<file path="config.mk">
export PLATFORM = sky130hd
export DESIGN_NAME = seird_mdu
export DESIGN_NICKNAME = d
export VERILOG_FILES = /design/src/hw/rtl/seird_pkg.sv /design/src/hw/rtl/seird_mdu.sv
export SDC_FILE = /design/constraint.sdc
export NUM_CORES = 2
export LEC_CHECK = 0
export BUFFER_PORTS_ARGS = -buffer_cell sky130_fd_sc_hd__buf_2
export CORE_ASPECT_RATIO = 0.9
export CORE_MARGIN = 10
export CORE_UTILIZATION = 54
export CTS_BUF_LIST = sky130_fd_sc_hd__clkbuf_16
export DETAILED_ROUTE_END_ITERATION = 16
export PLACE_DENSITY = 0.68
export SLEW_MARGIN = 40
export SYNTH_ARGS = -nofsm -noshare
export SYNTH_HDL_FRONTEND = slang
export SYNTH_SLANG_ARGS = --single-unit
</file>
<file path="constraint.sdc">
create_clock -name clk_i -period 17.55 [get_ports clk_i]
set_clock_uncertainty 0.1 [all_clocks]
set_input_delay 1.755 -clock clk_i [delete_from_list [all_inputs] [get_ports clk_i]]
set_output_delay 1.755 -clock clk_i [all_outputs]
set_load 0.02 [all_outputs]
</file>
<file path="src/hw/rtl/seird_pkg.sv">
// Shared types, constants and helpers for the SEIRD Heun step integrator.
// Used by seird_mdu and seird_heun_step; depends on nothing else.
`timescale 1ns / 1ps

package seird_pkg;

  localparam int unsigned FRAC_BITS_DEF = 24;
  localparam int unsigned VAL_W  = 48;   // compartment width, unsigned Q24.24
  localparam int unsigned RATE_W = 25;   // rate register width, Q1.24
  localparam int unsigned TOT_W  = 51;   // sum of five compartments
  localparam int unsigned ACC_W  = 62;   // signed working value, clamped to +-2^60
  localparam int unsigned MAG_W  = 61;   // magnitude of a working value
  localparam int unsigned NREG   = 8;
  localparam int unsigned IDX_W  = 3;

  // register indexes
  localparam logic [IDX_W-1:0] REG_AE    = 3'd0;
  localparam logic [IDX_W-1:0] REG_AI    = 3'd1;
  localparam logic [IDX_W-1:0] REG_KAPPA = 3'd2;
  localparam logic [IDX_W-1:0] REG_RHO   = 3'd3;
  localparam logic [IDX_W-1:0] REG_BETA  = 3'd4;
  localparam logic [IDX_W-1:0] REG_MU    = 3'd5;
  localparam logic [IDX_W-1:0] REG_GAMMA = 3'd6;
  localparam logic [IDX_W-1:0] REG_H     = 3'd7;

  localparam logic [RATE_W-1:0] REG_RESET [NREG] = '{
    25'd16760439, 25'd16760439, 25'd704643, 25'd15971910,
    25'd16760439, 25'd315412, 25'd0, 25'd167772
  };

  // request kinds
  localparam logic REQ_LOAD = 1'b0;
  localparam logic REQ_STEP = 1'b1;

  localparam logic [MAG_W-1:0]  LIM_MAG = {1'b1, 60'b0};
  localparam logic signed [63:0] LIM64  = 64'sh1000_0000_0000_0000;

  typedef enum logic [1:0] {
    MODE_SHR  = 2'd0,   // product >> FRAC_BITS
    MODE_SHR1 = 2'd1,   // product >> (FRAC_BITS + 1)
    MODE_DIV  = 2'd2    // product / divisor
  } mdu_mode_e;

  typedef struct packed {
    logic                    start;
    mdu_mode_e               mode;
    logic signed [ACC_W-1:0] a;
    logic signed [ACC_W-1:0] b;
    logic [TOT_W-1:0]        div;
  } mdu_req_t;

  // clamp a wide signed sum to +-2^60
  function automatic logic signed [ACC_W-1:0] sat62(input logic signed [63:0] v);
    logic signed [63:0] r;
    if (v > LIM64) begin
      r = LIM64;
    end else if (v < -LIM64) begin
      r = -LIM64;
    end else begin
      r = v;
    end
    return r[ACC_W-1:0];
  endfunction

endpackage

</file>
<file path="src/hw/rtl/seird_mdu.sv">
// Shared multiply / scale / divide unit: a*b >> F, a*b >> (F+1) or a*b / d,
// magnitude truncated and clamped to +-2^60. Depends on seird_pkg.
`timescale 1ns / 1ps

module seird_mdu #(
  parameter int unsigned FRAC_BITS = seird_pkg::FRAC_BITS_DEF
) (
  input  logic                                clk_i,
  input  logic                                rst_ni,
  input  seird_pkg::mdu_req_t                 req_i,
  output logic                                done_o,
  output logic signed [seird_pkg::ACC_W-1:0]  res_o
);

  localparam int unsigned PW = 2 * seird_pkg::MAG_W;  // 122-bit product
  localparam int unsigned HW = 31;                     // partial operand width
  localparam int unsigned TW = seird_pkg::TOT_W;
  localparam int unsigned MW = seird_pkg::MAG_W;

  localparam logic [2:0] U_IDLE = 3'd0;
  localparam logic [2:0] U_MUL  = 3'd1;
  localparam logic [2:0] U_POST = 3'd2;
  localparam logic [2:0] U_DIV  = 3'd3;
  localparam logic [2:0] U_FIN  = 3'd4;

  logic [2:0]            st_q, st_d;
  logic [5:0]            cnt_q, cnt_d;
  logic                  done_q;
  logic [MW-1:0]         ma_q, mb_q, quo_q;
  logic                  neg_q;
  seird_pkg::mdu_mode_e  mode_q;
  logic [TW-1:0]         div_q;
  logic [PW-1:0]         prod_q;
  logic [TW-1:0]         rem_q;
  logic signed [seird_pkg::ACC_W-1:0] res_q;

  logic [HW-1:0]   ah, bh;
  logic [2*HW-1:0] pp;
  logic [6:0]      sh_amt;
  logic [PW-1:0]   shifted;
  logic [TW:0]     rs;
  logic            rs_ge;
  logic [MW-1:0]   qc;

  always_comb begin
    ah     = cnt_q[1] ? {1'b0, ma_q[MW-1:HW]} : ma_q[HW-1:0];
    bh     = cnt_q[0] ? {1'b0, mb_q[MW-1:HW]} : mb_q[HW-1:0];
    pp     = (2*HW)'(ah) * (2*HW)'(bh);
    sh_amt = (cnt_q[1] ? 7'd31 : 7'd0) + (cnt_q[0] ? 7'd31 : 7'd0);
    shifted = (mode_q == seird_pkg::MODE_SHR1) ? (prod_q >> (FRAC_BITS + 1))
                                               : (prod_q >> FRAC_BITS);
    rs     = {rem_q, prod_q[MW-1]};
    rs_ge  = rs >= {1'b0, div_q};
    qc     = (quo_q > seird_pkg::LIM_MAG) ? seird_pkg::LIM_MAG : quo_q;
  end

  always_comb begin
    st_d  = st_q;
    cnt_d = cnt_q;
    unique case (st_q)
      U_IDLE: begin
        if (req_i.start) begin
          st_d  = U_MUL;
          cnt_d = '0;
        end
      end
      U_MUL: begin
        cnt_d = cnt_q + 6'd1;
        if (cnt_q == 6'd3) st_d = U_POST;
      end
      U_POST: begin
        cnt_d = '0;
        if (mode_q == seird_pkg::MODE_DIV && div_q != '0 &&
            prod_q[PW-1:MW] < PW'(div_q) >> 0) begin
          st_d = U_DIV;
        end else begin
          st_d = U_FIN;
        end
      end
      U_DIV: begin
        cnt_d = cnt_q + 6'd1;
        if (cnt_q == 6'(MW - 1)) st_d = U_FIN;
      end
      U_FIN:   st_d = U_IDLE;
      default: st_d = U_IDLE;
    endcase
  end

  always_ff @(posedge clk_i or negedge rst_ni) begin
    if (!rst_ni) begin
      st_q   <= U_IDLE;
      cnt_q  <= '0;
      done_q <= 1'b0;
    end else begin
      st_q   <= st_d;
      cnt_q  <= cnt_d;
      done_q <= (st_q == U_FIN);
    end
  end

  // datapath
  always_ff @(posedge clk_i) begin
    unique case (st_q)
      U_IDLE: begin
        if (req_i.start) begin
          ma_q   <= req_i.a[seird_pkg::ACC_W-1] ? MW'(-req_i.a) : MW'(req_i.a);
          mb_q   <= req_i.b[seird_pkg::ACC_W-1] ? MW'(-req_i.b) : MW'(req_i.b);
          neg_q  <= req_i.a[seird_pkg::ACC_W-1] ^ req_i.b[seird_pkg::ACC_W-1];
          mode_q <= req_i.mode;
          div_q  <= req_i.div;
          prod_q <= '0;
        end
      end
      U_MUL: begin
        prod_q <= prod_q + (PW'(pp) << sh_amt);
      end
      U_POST: begin
        rem_q <= prod_q[MW+TW-1:MW];
        if (mode_q == seird_pkg::MODE_DIV) begin
          // quotient too large settles here; divide by zero gives zero
          if (div_q != '0 && prod_q[PW-1:MW] >= MW'(div_q)) begin
            quo_q <= seird_pkg::LIM_MAG;
          end else begin
            quo_q <= '0;
          end
        end else begin
          quo_q <= (shifted > PW'(seird_pkg::LIM_MAG)) ? seird_pkg::LIM_MAG
                                                       : shifted[MW-1:0];
        end
      end
      U_DIV: begin
        rem_q  <= rs_ge ? TW'(rs - {1'b0, div_q}) : rs[TW-1:0];
        quo_q  <= {quo_q[MW-2:0], rs_ge};
        prod_q <= prod_q << 1;
      end
      U_FIN: begin
        res_q <= neg_q ? -$signed({1'b0, qc}) : $signed({1'b0, qc});
      end
      default: ;
    endcase
  end

  assign done_o = done_q;
  assign res_o  = res_q;

endmodule

</file>
* After elaboration in Yosys (flattened, before gate mapping) *
Cells that the tools add are included.

cells by class
  add/subtract/negate cells = 7
  multiply operators = 1
  magnitude comparators = 5
  equality and inequality tests = 11
  shift-type cells = 1
  mux-type cells = 24
  bitwise logic cells = 1
  reduce and logical (&&, ||, !) cells = 13

operators by type and width
  kind                                                             number
  two-way mux 61 bit                                               7
  one-hot mux 122 bit (3 select lines)                             1
  adder 122 bit                                                    1
  two-way mux 122 bit                                              1
  negation 61 bit                                                  2
  one-hot mux 61 bit (2 select lines)                              1
  left shift 62 x 6 -> 122 bit                                     1
  one-hot mux 51 bit (2 select lines)                              1
  greater-than comparator 98 x 61 -> 1 bit, second input constant  1
  two-way mux 98 bit                                               1
  multiplier 31 x 31 -> 62 bit                                     1
  two-way mux 31 bit                                               2
  negation 61 -> 62 bit                                            1
  >= comparator 61 x 51 -> 1 bit                                   1
  greater-than comparator 61 bit, second input constant            1
  less-than comparator 61 x 51 -> 1 bit                            1
  >= comparator 52 x 51 -> 1 bit                                   1
  two-way mux 51 bit                                               1
  nonzero test 51 bit                                              1
  subtractor 51 bit                                                1
  one-hot mux 6 bit (3 select lines)                               1
  two-way mux 3 bit                                                4
  one-hot mux 3 bit (4 select lines)                               1
  two-way mux 5 bit                                                2
  19 further kinds                                                 27

word-level totals
  register bits = 482
  input bits = 180
  output and inout bits = 63

* Longest topological paths before layout *
  depth in word-level cells = 6
  mapped depth = 49
  mapped depth without buffers = 44

* Worst setup path before layout *
Ideal clock, no wire load.

  kind = input to register
  start point = in req_i[177] in the netlist's numbering
  end point = reg cnt_q[5]
  setup time = 135 ps
  arrival time = 17064 ps
  slack = 251 ps
  cell stages on the path = 6
  buffers on the path = 0
  cell sequence = nand2b_1 -> nor3_1 -> or2_2 -> nor2_1 -> o21ai_0 -> o31ai_1

on the way
  longest elaborated chain between the ends = 2

ends and longest elaborated chain
  element                               line             text
  start: declaration                    seird_mdu.sv:10  input seird_pkg::mdu_req_t req_i,
  != test 2 bit (no source line)        -
  AND reduction 2 bit (no source line)  -
  end signal: assignment                seird_mdu.sv:96  cnt_q <= cnt_d;
  end: declaration                      seird_mdu.sv:27  logic [5:0] cnt_q, cnt_d;

No other way between the ends.
A chain may end at the register's enable or synchronous reset.

* Worst setup path after layout *
  start point = reg cnt_q[0]
  end point = reg prod_q[92] (data pin)

on the way
  longest elaborated chain between the ends = 5

ends and longest elaborated chain
  element                                                                      line                              text
  two-way mux 31 bit / two-way mux 5 bit (equally long branches)               seird_mdu.sv:47, seird_mdu.sv:49
  multiplier 31 x 31 -> 62 bit / adder 5 x 5 -> 6 bit (equally long branches)  seird_mdu.sv:48, seird_mdu.sv:49
  left shift 62 x 6 -> 122 bit (*)                                             seird_mdu.sv:115                  prod_q <= prod_q + (PW'(pp) << sh_amt);
  adder 122 bit (*)                                                            seird_mdu.sv:115
  one-hot mux 122 bit (3 select lines) (*)                                     seird_mdu.sv:103                  unique case (st_q)
  end signal: assignment                                                       seird_mdu.sv:115
  end signal: assignment                                                       seird_mdu.sv:134                  prod_q <= prod_q << 1;
  end: declaration                                                             seird_mdu.sv:33                   logic [PW-1:0] prod_q;

Mark *: on every way between the ends. The rest lies on a longest branch, timed or not.

==> metrics.txt <==
Post-synth top flop=edfxtp_1; final hold vios=0; Chip Width=395 um; most used cell, CP=fa_1; crit start category=flop; CTS tree=built; RSZ-0062 raised after global routing=false; total gr overflow=0; path type of the worst setup path=reg -> reg; max-cap viol count=0; Die ar.=approximately 0.14 mm2; critical path endpoint category=flop; synth unique cells=84; Bufs on Longest Clock Path=3; Worst path max stage delay=0.91 ns; Final setup viols=0; hold_buf cts=0; Top Ports=~240; status=finished clean; Fillers=~11000; final net count=a little over 9000; post-synth top area cell=fa_1; sequential share of the synthesized area=0.211; Syn Area/Cell=between 8 and 9 um2; Mapped Cells=between 7000 and 8000; WP data arrival=15.02 ns; Slew HR=0.364; Area Overhead vs Synth=7.04%; Post-CTS Resized=0; layout cell share with drive strength beyond 1=0.0789; Max Fclk=just under 70 MHz; root buffer cell=clkbuf_16; Total GRT Usage=0.320; Hold WC Path Type=reg -> reg; Crit Path Max Fanout=32; Remaining DRCs=0; vias per cell=a little over 6; DP HPWL=approximately 180000 um; Site Rows=roughly 120; DR iter-0 viols=between 6000 and 7000; top post-synthesis cells by area=fa_1, edfxtp_1, ha_1; vias in the first global route=~57000; fraction of registers with async set/reset=0.0207; via count=~58000; clk sinks=482; Worst-path clk slew=roughly 0.06 ns; Initial Util=0.545; Clock Latency Late Sink=~0.7 ns; Final Wtd Congestion=about 1.0; Port Buffers=242; Detailed Routing Iterations Pass 1=6; largest net degree at the start of global routing=about 110; initial antenna violation count=3; period utilization=0.836; Yosys reg bits=482; Setup Buffers After CTS=0; Synth Cell Area=between 0.06 and 0.07 mm2; Yosys top cell area share=0.246; CTS buffer count=56; Synth Net Count=around 9200; setup TNS=0 ns; EDFF count, synth=between 400 and 500; final WL=about 230000 um; core area=0.125 mm2; post-route minimum period=14.67 ns; first-pass GRT wire length=between 300000 and 400000 um; critical path's slowest cell=fa_1; Synth Warn #=0; Die Height=between 300 and 400 um; routed wire length per instance=approximately 24 um; H-tree Lvls=2; Required @ worst endpoint=approximately 18 ns; Routed Antenna Nets=0; Slew Viols, Final=0; worst-margin pin slew=about 0.95 ns
## area by class of cell
| type | instances | area [um2] | area share |
|---|---|---|---|
| Timing Repair Buffer | 337 | 1980 | 0.0271 |
| Clock buffer | 57 | 1430 | 0.0195 |
| Tap cell | 1687 | 2110 | 0.0289 |
| Sequential cell | 482 | 14400 | 0.198 |
| Antenna cell | 1 | 2.50 | 0.0000343 |
| Multi-Input combinational cell | 5795 | 48900 | 0.669 |
| Clock inverter | 46 | 423 | 0.00579 |
| Inverter | 1010 | 3790 | 0.0519 |
## metrics by stage
stage | util | setup WS, ns | area [um2] | cells | hold WS (ns)
final | 0.583 | 2.88 | 73000 | 9415 | 0.417
after detailed placement | 0.568 | 3.23 | 71100 | 9309 | 0.408
after floorplan | - | 0.251 | 68200 | 7678 | 0.370
after global placement | 0.567 | 3.12 | 71000 | 9309 | 0.397
after CTS | 0.582 | 3.15 | 73000 | 9412 | 0.417
after global routing | 0.583 | 2.49 | 73000 | 9414 | 0.456
## placed cells by master, fill, tap and decap left out, drive strengths merged, types with 40 or more instances in the layout
cell type,count
inv,1019
nand2,895
nor2,886
fa,839
ha,490
edfxtp,472
a21oi,431
o21ai,387
buf,337
xnor2,244
mux2i,195
a21o,155
xor2,136
nand4,106
mux2,77
nor3,71
o31ai,70
nand3,67
a22o,57
clkbuf,57
o21bai,55
nor4,47
o21a,43
nor2b,42
or4,42
o41ai,40
## cells in the mapped netlist (all sizes together) (106+ instances only)
cell	n
ha	490
xor2	136
fa	839
inv	1009
nand2	895
clkbuf	360
a21oi	431
xnor2	244
nand4	106
edfxtp	472
mux2i	195
a21o	155
o21ai	387
nor2	886
## worst paths after layout
check,from,end,slack (ns),depth (start not counted)
min,cnt_q[5],cnt_q[5],0.42,1
max in group asynchronous,rst_ni,cnt_q[1],16.10,1
min in group asynchronous,rst_ni,st_q[1],0.93,1
max reg2reg,cnt_q[0],prod_q[92],2.88,42
min reg2reg,cnt_q[5],cnt_q[5],0.42,1
max,cnt_q[0],prod_q[92],2.88,42
## kinds of logic after synthesis
kind of cell,share of synthesized area
DFF,0.211
muxes,0.0413
adders and majority gates,0.336
AOI/OAI and AO/OA,0.136
xor gates and xnor gates,0.0488
buffers and inverters,0.0772
and+or+nand+nor,0.149
## critical path, delay by kind of cell (launching register included)
family                   cells  cell delay, ns
AO/OA/AOI/OAI               11            3.65
XOR/XNOR                     2            0.25
adder cells (fa/ha/maj)     10            5.03
buffers and inverters        6            0.91
flip-flops                   1            0.73
multiplexers                 3            1.08
AND/OR/NAND/NOR             10            2.65
## per-layer routing
| layer | part of all wire | wire length, um | track usage |
|---|---|---|---|
| met1 | 0.42 | 96600 | 0.454 |
| met2 | 0.42 | 96000 | 0.466 |
| met3 | 0.12 | 28500 | 0.0955 |
| met4 | 0.038 | 8850 | 0.105 |
| met5 | 0.00012 | 27 | 0 |
## registers in the layout (all words and copies together), names as in the netlist
signal,count
prod_q,122
res_o,62
ma_q,61
mb_q,61
quo_q,61
div_q,51
rem_q,51
cnt_q,6
st_q,3
mode_q,2
done_o,1
neg_q,1
Power is left out: the tool's default activity adds up to more than one toggle a clock period on the data nets, which glitch-free logic cannot reach.
